## src/hdl/mus_pkg.sv

```systemverilog
`timescale 1ns / 1ps
package mus_pkg;
    localparam int VERTEX_DEPTH  = 4096;
    localparam int MAX_TRIANGLES = 65536;
    localparam int FRACTION_BITS = 16;

    localparam int IDX_W   = $clog2(VERTEX_DEPTH);
    localparam int COORD_W = 32;
    localparam int SQ_W    = 66;                      // sum of three 64-bit squares
    localparam int NUM_W   = SQ_W + 2 * FRACTION_BITS; // shifted dividend
    localparam int TALLY_W = $clog2(MAX_TRIANGLES + 1);
    localparam int CNT_W   = $clog2(NUM_W + 1);

    typedef logic [COORD_W-1:0] t_coord;
    typedef t_coord t_vertex [5];

    // one classified triangle request handed from front to back
    typedef struct packed {
        logic [SQ_W-1:0] p1;
        logic [SQ_W-1:0] p2;
        logic [SQ_W-1:0] u1;
        logic [SQ_W-1:0] u2;
        logic            last;
    } t_tri;

    typedef struct packed {
        logic full;
        logic valid;
    } t_q_stat;
endpackage

```

## src/hdl/mus_fifo.sv

```systemverilog
`timescale 1ns / 1ps
module mus_fifo (
    input  logic              i_clk,
    input  logic              i_rst_n,
    input  logic              i_push,
    input  mus_pkg::t_tri     i_data,
    input  logic              i_pop,
    output mus_pkg::t_tri     o_data,
    output mus_pkg::t_q_stat  o_stat
);
    import mus_pkg::*;

    t_tri       r_slot [2];
    logic       r_wp, r_rp;
    logic [1:0] r_count;

    assign o_data       = r_slot[r_rp];
    assign o_stat.full  = (r_count == 2'd2);
    assign o_stat.valid = (r_count != 2'd0);

    always_ff @(posedge i_clk) begin
        if (i_push) r_slot[r_wp] <= i_data;
    end

    always_ff @(posedge i_clk) begin
        if (!i_rst_n) begin
            r_wp    <= 1'b0;
            r_rp    <= 1'b0;
            r_count <= '0;
        end else begin
            if (i_push) r_wp <= ~r_wp;
            if (i_pop)  r_rp <= ~r_rp;
            case ({i_push, i_pop})
                2'b10:   r_count <= r_count + 2'd1;
                2'b01:   r_count <= r_count - 2'd1;
                default: r_count <= r_count;
            endcase
        end
    end
endmodule

```

## config.mk

```make
export PLATFORM = sky130hd
export DESIGN_NAME = mus_fifo
export DESIGN_NICKNAME = d
export VERILOG_FILES = /design/src/hdl/mus_pkg.sv /design/src/hdl/mus_fifo.sv
export SDC_FILE = /design/constraint.sdc
export NUM_CORES = 1
export LEC_CHECK = 0
export BUFFER_PORTS_ARGS = -buffer_cell sky130_fd_sc_hd__buf_4
export CAP_MARGIN = 20
export CORE_AREA = 2 2 209 211
export CTS_BUF_LIST = sky130_fd_sc_hd__clkbuf_8
export DETAILED_ROUTE_END_ITERATION = 7
export DIE_AREA = 0 0 211 213
export PLACE_DENSITY = 0.74
export SYNTH_ARGS = -nofsm -noshare
export SYNTH_HDL_FRONTEND = slang
export SYNTH_SLANG_ARGS = --single-unit
```

## constraint.sdc

```tcl
create_clock -name i_clk -period 13.8 [get_ports i_clk]
set_clock_uncertainty 0.05 [all_clocks]
set_input_delay 2.76 -clock i_clk [delete_from_list [all_inputs] [get_ports i_clk]]
set_output_delay 2.76 -clock i_clk [all_outputs]
set_load 0.1 [all_outputs]
```

==> summary.md <==
| Metric | Value |
|---|---|
| Synth Area in Compound Gates | `0.001030` |
| Routed wl met3 | `4233 um` |
| Die Ht | `213 um` |
| Slew Viols, Final | `0` |
| Gr ovfl total | `0` |
| Gr usage total | `0.1828` |
| Synth Area in XOR/XNOR | `0.001352` |
| Crit path required time | `10.99 ns` |
| Syn avg cell area | `about 23 um^2` |
| Wl on met1 | `15770 um` |
| Worst-Skew Late Latency | `0.61 ns` |
| Met2 WL | `approximately 21000 um` |
| Detailed Place HPWL | `29210 um` |
| Area of the multi-input gates | `about 3100 um^2` |
| Peak supply drop | `about 120 uV` |
| PD cells | `roughly 160 nW/um^2` |
| Crit path max-delay family | `buffers and inverters` |
| H-tree depth | `3` |
| Final Cycle Share | `0.4806` |
| Gate Count Post-Synth | `846` |
| Fill count | `approximately 3100` |
| RSZ-0062 raised after global routing | `no` |
| Largest net degree at the start of global routing | `83` |
| Slowest-stage cell, CP | `dfxtp_4` |
| Worst EP arrival | `3.82 ns` |
| CTS Buffer Depth | `3` |
| Crit start category | `flip-flop` |
| Crit path cell chain | `buf_4 > buf_4 > mux2_2 > buf_4` |
| # hold bufs at CTS | `0` |
| Commonest non-fill, non-tap cells in the layout | `545 x buf_4, 530 x edfxtp_1, 265 x mux2_2, 88 x clkbuf_8` |
| Chip width | `211 um` |
| TritonCTS sink count | `535` |
| WS Path Type | `flip-flop to output pin` |
| Wirelength per Cell | `20.82 um` |
| TritonCTS Buffers | `85` |
| Highest metal used | `met4` |
| Final WL | `42850 um` |
| Placed cells | `1908` |
| Nets@finish | `roughly 1700` |
| Layout cell share with drive strength beyond 1 | `0.6095` |
| Synth Register Bits | `about 540` |
| CTS tree | `yes` |
| Non-filler cells, final | `2058` |
| Post-CTS Setup Repair Bufs | `0` |
| Clock transition at path regs | `roughly 0.060 ns` |
| Least-Margin Pin Slew | `between 1 and 1.5 ns` |
| Post-synthesis mux area share | `0.1536` |
| Synth cell types | `19` |
| Min-Delay Startpoint | `r_count[1]` |
| Fmax | `150.8 MHz` |
| Post-CTS Resized | `0` |
| Post-Syn Area | `19430 um^2` |
| Die area | `44940 um^2` |
| Root Buffer | `clkbuf_8` |
| Post-Synth Adder-Cell Area | `0.0006440` |
| Hold Vio Cnt, Final | `0` |
| First-pass GRT wire length | `slightly above 60000 um` |
| Final setup vio count | `0` |
| Post-Syn Nets | `1116` |
| Worst setup EP type | `output pin` |
| Core Util, Final | `0.5973` |
| Critical Path Most Common Cell | `buf_4` |
| Min Tclk post-route | `6.632 ns` |
| Detailed Route Iter0 Violations | `618` |
| Max Cap Violations | `0` |
| Max incr delay on CP | `0.84 ns` |
| RD Place Congestion | `0.8849` |
| Slew HR | `0.2876` |
| Most common cell after layout, fill and taps aside | `buf_4` |
| IO buf count | `~540` |
| Min Hold Slack | `between 0.4 and 0.5 ns` |
| CP Max Fanout | `69` |
| Antenna-violating nets left | `0` |
| Site Rows | `76` |
| Reg-to-Reg Start | `r_wp` |
| WP buf/inv | `3` |
| Core area | `42700 um^2` |
| Pwr Total | `around 4.1 mW` |
| Area growth from synthesis to layout | `31.27%` |
| Largest family of logic cells by synthesized area | `multiplexers` |
| Initial antenna violation count | `1` |
| LEAKAGE | `9.568 nW` |
| Worst hold path class | `flip-flop to flip-flop` |
| Initial Util | `0.4550` |
| Setup TNS Final | `0 ns` |
| DRC Markers | `0` |
| Vias in the first global route | `approximately 11000` |
| Number of I/O pins | `about 540` |
| Status | `completed` |
| Synth Area in Simple Gates | `0.002898` |
| First-pass DRT Iterations | `4` |
| Via density | `between 4 and 5` |
| Sequential cell area | `16020 um^2` |
| Seq/Total Area, Yosys | `0.8244` |
| Vias | `roughly 10000` |
| Yosys warning count | `0` |
## tightest hold or removal path, stage by stage, from the launching register on
cell	delay, ns
dfxtp_1	0.32
o21ai_0	0.07
a21boi_1	0.06
## power by group
part           switching [mW]  internal, mW
logic                   0.745         0.234
registers              0.0267          1.88
clock network           0.589         0.649
## registers in the layout, indices dropped and copies added (netlist names), named ones only
register / count
r_wp: 1
r_count: 2
r_slot: 530
r_rp: 1
## worst paths after layout
path,cells past startpoint,end,slack [ns]
worst max-delay path,4,o_data[128],7.17
worst min-delay path,2,r_count[1],0.46
worst max register to register,3,r_slot[1][133],10.50
worst min register to register,2,r_count[1],0.46
## area by class of cell
type,count,share of cell area
Inverter,1,0.0001472
Multi-Input combinational cell,281,0.1219
Timing Repair Buffer,546,0.1615
Antenna cell,1,0.00009812
Clock buffer,88,0.04749
Clock inverter,60,0.01393
Sequential cell,535,0.6281
Tap cell,546,0.02679
## per-layer routing
layer / global-route usage / up-vias
li1: - / 4618
met1: 0.2053 / 4944
met2: 0.3010 / 460
met3: 0.07369 / 93
met4: 0.09568 / 0
met5: 0 / -
## synthesized netlist by cell type
cell | n | area share
a21boi_1 | 1 | 0.00039
or3_1 | 1 | 0.00032
edfxtp_1 | 530 | 0.82
dfxtp_1 | 5 | 0.0052
buf_2 | 1 | 0.00026
nor2b_1 | 1 | 0.00032
or2_2 | 1 | 0.00032
buf_4 | 3 | 0.0012
mux2_2 | 265 | 0.15
buf_6 | 25 | 0.014
o21a_1 | 1 | 0.00039
nor2_1 | 1 | 0.00019
o21ai_0 | 1 | 0.00026
ha_1 | 1 | 0.00064
inv_1 | 1 | 0.00019
and2_1 | 4 | 0.0013
and2b_2 | 1 | 0.00045
xor2_1 | 1 | 0.00045
xnor2_1 | 2 | 0.00090
## cells by family (layout without fill, tap and decap cells)
family / after synthesis / in the layout
other: 0 / 1
AO/OA/AOI/OAI: 3 / 3
buffers and inverters: 30 / 695
multiplexers: 265 / 265
flip-flops: 535 / 535
AND/OR/NAND/NOR: 9 / 9
XOR/XNOR: 3 / 3
adder cells (fa/ha/maj): 1 / 1
## through the flow
step                      worst slack, ns  instance area (um^2)
final                               7.168                 25500
after global routing                6.929                 25500
after CTS                           7.100                 25470
after detailed placement            7.813                 23910
after global placement              7.868                 23910
after floorplan                     3.571                 19430
Note: power is estimated with default switching activity, not from simulation.
