==> src/hdl/mus_pkg.sv <==
`timescale 1ns / 1ps
package mus_pkg;
    localparam int VERTEX_DEPTH  = 4096;
    localparam int MAX_TRIANGLES = 65536;
    localparam int FRACTION_BITS = 16;

    localparam int IDX_W   = $clog2(VERTEX_DEPTH);
    localparam int COORD_W = 32;
    localparam int SQ_W    = 66;                      // sum of three 64-bit squares
    localparam int NUM_W   = SQ_W + 2 * FRACTION_BITS; // shifted dividend
    localparam int TALLY_W = $clog2(MAX_TRIANGLES + 1);
    localparam int CNT_W   = $clog2(NUM_W + 1);

    typedef logic [COORD_W-1:0] t_coord;
    typedef t_coord t_vertex [5];

    // one classified triangle request handed from front to back
    typedef struct packed {
        logic [SQ_W-1:0] p1;
        logic [SQ_W-1:0] p2;
        logic [SQ_W-1:0] u1;
        logic [SQ_W-1:0] u2;
        logic            last;
    } t_tri;

    typedef struct packed {
        logic full;
        logic valid;
    } t_q_stat;
endpackage

==> src/hdl/mus_back.sv <==
`timescale 1ns / 1ps
module mus_back (
    input  logic              i_clk,
    input  logic              i_rst_n,
    input  logic [15:0]       i_min_len,
    input  mus_pkg::t_q_stat  i_q_stat,
    input  mus_pkg::t_tri     i_tri,
    output logic              o_pop,
    output logic              o_out_valid,
    input  logic              i_out_ready,
    output logic [31:0]       o_rms_stretch,
    output logic [31:0]       o_max_stretch
);
    import mus_pkg::*;

    typedef enum logic [2:0] {B_IDLE, B_DIV, B_SQRT, B_TALLY, B_OUT} t_bstate;

    t_bstate              r_state;
    t_tri                 r_tri;
    logic                 r_edge;
    logic                 r_final;
    logic [63:0]          r_sum;
    logic [31:0]          r_peak;
    logic [TALLY_W-1:0]   r_tally;
    logic [NUM_W-1:0]     r_num, r_quo;
    logic [SQ_W-1:0]      r_den, r_rem;
    logic [CNT_W-1:0]     r_cnt;
    logic [63:0]          r_sq;     // saturated squared-ratio term of current edge
    logic [63:0]          r_sn, r_sr, r_sb;
    logic [31:0]          w_thr;
    logic [SQ_W:0]        w_rem_sh;
    logic                 w_ge;
    logic [64:0]          w_t;
    logic                 w_sq_ge;
    logic [64:0]          w_sum_add;
    logic [63:0]          w_sum_sat;

    assign o_pop    = (r_state == B_IDLE) && i_q_stat.valid;
    assign w_thr    = 32'(i_min_len) * 32'(i_min_len);
    assign w_rem_sh = {r_rem, r_num[NUM_W-1]};
    assign w_ge     = w_rem_sh >= {1'b0, r_den};
    assign w_t      = {1'b0, r_sr} + {1'b0, r_sb};
    assign w_sq_ge  = {1'b0, r_sn} >= w_t;
    assign w_sum_add = {1'b0, r_sum} + {1'b0, r_sq};
    assign w_sum_sat = w_sum_add[64] ? '1 : w_sum_add[63:0];

    always_ff @(posedge i_clk) begin
        if (!i_rst_n) begin
            r_state     <= B_IDLE;
            r_sum       <= '0;
            r_peak      <= '0;
            r_tally     <= '0;
            o_out_valid <= 1'b0;
        end else begin
            case (r_state)
                B_IDLE: begin
                    if (i_q_stat.valid) begin
                        r_tri     <= i_tri;
                        r_edge    <= 1'b0;
                        r_final   <= 1'b0;
                        r_num     <= NUM_W'(i_tri.u1) << (2 * FRACTION_BITS);
                        r_den     <= i_tri.p1;
                        r_rem     <= '0;
                        r_cnt     <= '0;
                        if ((i_tri.p1 > SQ_W'(w_thr)) && (i_tri.p2 > SQ_W'(w_thr)))
                            r_state <= B_DIV;
                        else
                            r_state <= B_TALLY;
                    end
                end
                B_DIV: begin
                    // restoring division, one quotient bit a cycle
                    r_rem <= w_ge ? SQ_W'(w_rem_sh - {1'b0, r_den}) : w_rem_sh[SQ_W-1:0];
                    r_quo <= {r_quo[NUM_W-2:0], w_ge};
                    r_num <= r_num << 1;
                    if (r_cnt == CNT_W'(NUM_W - 1)) begin
                        r_state <= B_SQRT;
                        r_cnt   <= '0;
                    end else begin
                        r_cnt <= r_cnt + 1'b1;
                    end
                end
                B_SQRT: begin
                    if (r_cnt == '0) begin
                        // quotient now complete: saturate and seed the root
                        r_sn  <= (|r_quo[NUM_W-1:64]) ? '1 : r_quo[63:0];
                        r_sq  <= (|r_quo[NUM_W-1:64+FRACTION_BITS]) ? '1 :
                                 r_quo[64+FRACTION_BITS-1:FRACTION_BITS];
                        r_sr  <= '0;
                        r_sb  <= 64'h4000_0000_0000_0000;
                        r_cnt <= r_cnt + 1'b1;
                    end else if (r_sb != '0) begin
                        if (w_sq_ge) begin
                            r_sn <= r_sn - w_t[63:0];
                            r_sr <= (r_sr >> 1) + r_sb;
                        end else begin
                            r_sr <= r_sr >> 1;
                        end
                        r_sb <= r_sb >> 2;
                    end else if (r_final) begin
                        o_rms_stretch <= r_sr[31:0];
                        o_max_stretch <= r_peak;
                        o_out_valid   <= 1'b1;
                        r_sum         <= '0;
                        r_peak        <= '0;
                        r_tally       <= '0;
                        r_state       <= B_OUT;
                    end else begin
                        r_sum <= w_sum_sat;
                        if (r_sr[31:0] > r_peak) r_peak <= r_sr[31:0];
                        if (!r_edge) begin
                            r_edge  <= 1'b1;
                            r_num   <= NUM_W'(r_tri.u2) << (2 * FRACTION_BITS);
                            r_den   <= r_tri.p2;
                            r_rem   <= '0;
                            r_cnt   <= '0;
                            r_state <= B_DIV;
                        end else begin
                            r_state <= B_TALLY;
                        end
                    end
                end
                B_TALLY: begin
                    if (r_tally < TALLY_W'(MAX_TRIANGLES)) r_tally <= r_tally + 1'b1;
                    if (r_tri.last) begin
                        r_final <= 1'b1;
                        r_num   <= NUM_W'(r_sum) << FRACTION_BITS;
                        r_den   <= (r_tally < TALLY_W'(MAX_TRIANGLES)) ?
                                   SQ_W'(r_tally + 1'b1) : SQ_W'(r_tally);
                        r_rem   <= '0;
                        r_cnt   <= '0;
                        r_state <= B_DIV;
                    end else begin
                        r_state <= B_IDLE;
                    end
                end
                B_OUT: begin
                    if (i_out_ready) begin
                        o_out_valid <= 1'b0;
                        r_state     <= B_IDLE;
                    end
                end
                default: r_state <= B_IDLE;
            endcase
        end
    end
endmodule

==> config.mk <==
export PLATFORM = sky130hd
export DESIGN_NAME = mus_back
export DESIGN_NICKNAME = d
export VERILOG_FILES = /design/src/hdl/mus_pkg.sv /design/src/hdl/mus_back.sv
export SDC_FILE = /design/constraint.sdc
export NUM_CORES = 2
export LEC_CHECK = 0
export ABC_AREA = 1
export BUFFER_PORTS_ARGS = -buffer_cell sky130_fd_sc_hd__buf_2
export CAP_MARGIN = 20
export CORE_MARGIN = 3
export CORE_UTILIZATION = 30
export DETAILED_ROUTE_END_ITERATION = 10
export GPL_TIMING_DRIVEN = 0
export SLEW_MARGIN = 25
export SYNTH_ARGS = -nofsm -noshare
export SYNTH_HDL_FRONTEND = slang
export SYNTH_SLANG_ARGS = --single-unit
==> constraint.sdc <==
create_clock -name i_clk -period 13 [get_ports i_clk]
set_input_delay 1.3 -clock i_clk [delete_from_list [all_inputs] [get_ports i_clk]]
set_output_delay 1.3 -clock i_clk [all_outputs]
set_load 0.01 [all_outputs]
==> qor.csv <==
metric,value,unit
crit path DAT,9.96,ns
final net count,8773,
worst hold margin,0.3986,ns
GRT busiest layer,met2,
post-route ant nets,0,
CP Data Required Time,13.66,ns
Slew Limit Headroom,0.2138,
vias in the first global route,53460,
min Tclk post-route,9.294,ns
# hold bufs at CTS,0,
htree depth,3,
Max-Cap Viols,0,
first drt pass iteration count,6,
Die ar.,0.2089,sq mm
Slew @ Worst Pin,1.179,ns
sequential area share after synthesis,0.4034,
clock tree root buffer cell,clkbuf_16,
num ports,352,
slowest CP cell,fa_1,
worst setup margin,3.706,ns
Mean Syn Cell Area,8.315,sq um
crit path from,i_min_len[8],
Syn-to-layout area delta,15.02,%
post-synth top area share,0.3650,
die width,457.1,microns
total CTS buffers,100,
WS Path Type,input port to flip-flop,
DP HPWL,182200,microns
status,completed,
routed wire length per instance,20.85,microns
met2 usage,0.3409,
Via density,5.077,
Cell variety after synth,69,
CP Launch Type,input port,
RSZ-0062 raised after global routing,no,
CP Capture Point,r_state[1],
Tot GR Track Use,0.2052,
number of buffers added on ports,343,
Core Box Area,0.2011,sq mm
Comb power frac,0.571,
Internal,0.008449,W
Seq cells post-synth,859,
r2r startpoint,r_sr[2],
final setup fails,0,
Routed WL,221600,microns
drt initial violations,4934,
drt drc,0,
pre-CTS setup slack,2.996,ns
HP Class,flip-flop to flip-flop,
Worst-Skew Late Latency,0.75,ns
chip height,457.1,microns
Synth Cell Area,0.06104,sq mm
grt met3 use,0.02585,
crit-path max FO,10,
Initial Utilization,0.3035,
Hold Fails Final Rpt,0,
Synth area leader,edfxtp_1,
CP max stage delay,0.60,ns
Pins Over Slew Limit,0,
PD cells,226.9,mW/mm^2
via count,53950,
HP Start,r_quo[29],
first-pass GRT wire length,329900,microns
fmax,0.1076,GHz
top_reg_cell synth,edfxtp_1,
Clock Path Buffers,3,
"Remaining Overflow, GRT",0,
CTS clock-pin slew for the worst setup and hold paths,0.06,ns
Worst VDD drop,0.2534,mV
PostCTS Resize Cnt,0,
Syn Inst Count,7341,
crit end category,flip-flop,
Syn Nets,8248,
post-CTS setup buffer count,0,
Ys Warns,0,
initial antenna violation count,30,
clock power share,0.178,
static leakage,29.80,nW
Async SR Flop Fraction,0,
row cnt,164,
largest net degree at the start of global routing,28,
reg-to-reg endpoint,r_sn[31],
largest cells by area after synthesis,"edfxtp_1 37%, nand2_1 9.7%, ha_1 9.3%",
Most Frequent Cell on Critical Path,nand2_1,
met1 Usage GRT,0.2758,
clk_skew,0.08425,ns
"EDFF count, synth",742,
layout cells sized above 1,0.08399,
CTS tree,built,
sw frac,0.4695,
CTS Sinks,859,
register-to-register setup slack,5.29,ns
Psw,0.007477,W
GP Congestion,0.9668,
final worst path period share,0.7149,
Reg power frac,0.252,
R2R cell count,37,
-- state kept, by name, summed over array words and instances, names as in the netlist --
signal,cells
o_max_stretch,32
o_out_valid,1
o_rms_stretch,32
r_cnt,7
r_den,66
r_edge,1
r_final,1
r_num,82
r_peak,32
r_quo,98
r_rem,66
r_sb,32
r_sn,64
r_sq,64
r_sr,64
r_state,3
r_sum,64
r_tally,17
r_tri,133
-- synth_stat cells, types with 101 or more instances --
master	n
a21oi_1	650
edfxtp_1	742
dfxtp_1	117
xor2_1	167
xnor2_1	112
nor2_1	604
inv_1	1137
o21ai_0	492
a31oi_1	101
nand3_1	210
fa_1	166
ha_1	455
nand2_1	1573
clkbuf_1	159
-- critical path: cells and delay by family --
family | cells | cell delay (ns)
AO/OA/AOI/OAI | 5 | 1.06
buffers and inverters | 6 | 1.26
XOR/XNOR | 1 | 0.18
adder cells (fa/ha/maj) | 8 | 3.61
AND/OR/NAND/NOR | 18 | 2.52
-- how the worst min path moves through the flow --
| stage | to | slack (ns) | cells past startpoint |
|---|---|---|---|
| 3_3_place_gp | o_max_stretch[26] | 0.41 | 0 |
| 5_1_grt | r_quo[30] | 0.41 | 0 |
| 3_5_place_dp | o_max_stretch[11] | 0.42 | 0 |
| 6_report | r_quo[30] | 0.40 | 0 |
| 4_1_cts | r_quo[30] | 0.40 | 0 |
| 2_1_floorplan | o_max_stretch[11] | 0.41 | 0 |
-- cells in the final DEF (no fill, tap or decap), types with 101 or more instances in the layout --
master / n
fa_1: 166
ha_1: 455
clkbuf_16: 101
xnor2_1: 112
nand2_1: 1573
o21ai_0: 492
xor2_1: 167
nor2_1: 599
edfxtp_1: 742
a31oi_1: 101
a21oi_1: 650
dfxtp_1: 117
nand3_1: 210
inv_1: 1137
clkbuf_1: 181
buf_2: 381
-- cell type report --
| class | count | area [sq um] |
|---|---|---|
| Fill cell | 20930 | 130900 |
| Inverter | 1140 | 4279 |
| Timing Repair Buffer | 423 | 2446 |
| Multi-Input combinational cell | 5157 | 31440 |
| Buffer | 185 | 762.0 |
| Sequential cell | 859 | 24620 |
| Clock inverter | 52 | 549.3 |
| Clock buffer | 137 | 2733 |
| Antenna cell | 18 | 45.04 |
| Tap cell | 2656 | 3323 |
-- logic make-up after synthesis --
group / count (synthesis) / share of synthesized area
compound gates: 1593 / 0.1477
simple gates: 2663 / 0.1785
mux: 1 / 0.0001845
flops: 859 / 0.4034
xor+xnor: 279 / 0.04003
fa+ha+maj: 621 / 0.1477
buf+inv: 1325 / 0.08245
-- power groups by stage --
| stage | logic (W) | clock network (W) | registers [W] |
|---|---|---|---|
| finish | 0.00909 | 0.00283 | 0.00401 |
| global route | 0.0102 | 0.00300 | 0.00406 |
| CTS | 0.00901 | 0.00289 | 0.00401 |
| detailed placement | 0.00894 | 0 | 0.00405 |
| global placement | 0.00871 | 0 | 0.00426 |
| floorplan | 0.00627 | 0 | 0.00406 |
-- layer usage --
layer / share of wire / vias up
li1: - / 25840
met1: 0.45 / 26010
met2: 0.46 / 1782
met3: 0.054 / 316
met4: 0.034 / 8
met5: 0.00086 / -
-- metrics by stage --
step / utilization / TNS (ns) / power [W] / area, sq um / instances
2_1_floorplan: - / 0 / 0.01033 / 61040 / 7341
3_3_place_gp: 0.3286 / -2184.79 / 0.01297 / 66080 / 10340
3_5_place_dp: 0.3326 / 0 / 0.01300 / 66880 / 10420
4_1_cts: 0.3489 / 0 / 0.01590 / 70160 / 10610
5_1_grt: 0.3490 / 0 / 0.01728 / 70190 / 10620
6_report: 0.3491 / 0 / 0.01593 / 70200 / 10630
Power figures use the tool's default switching activity.
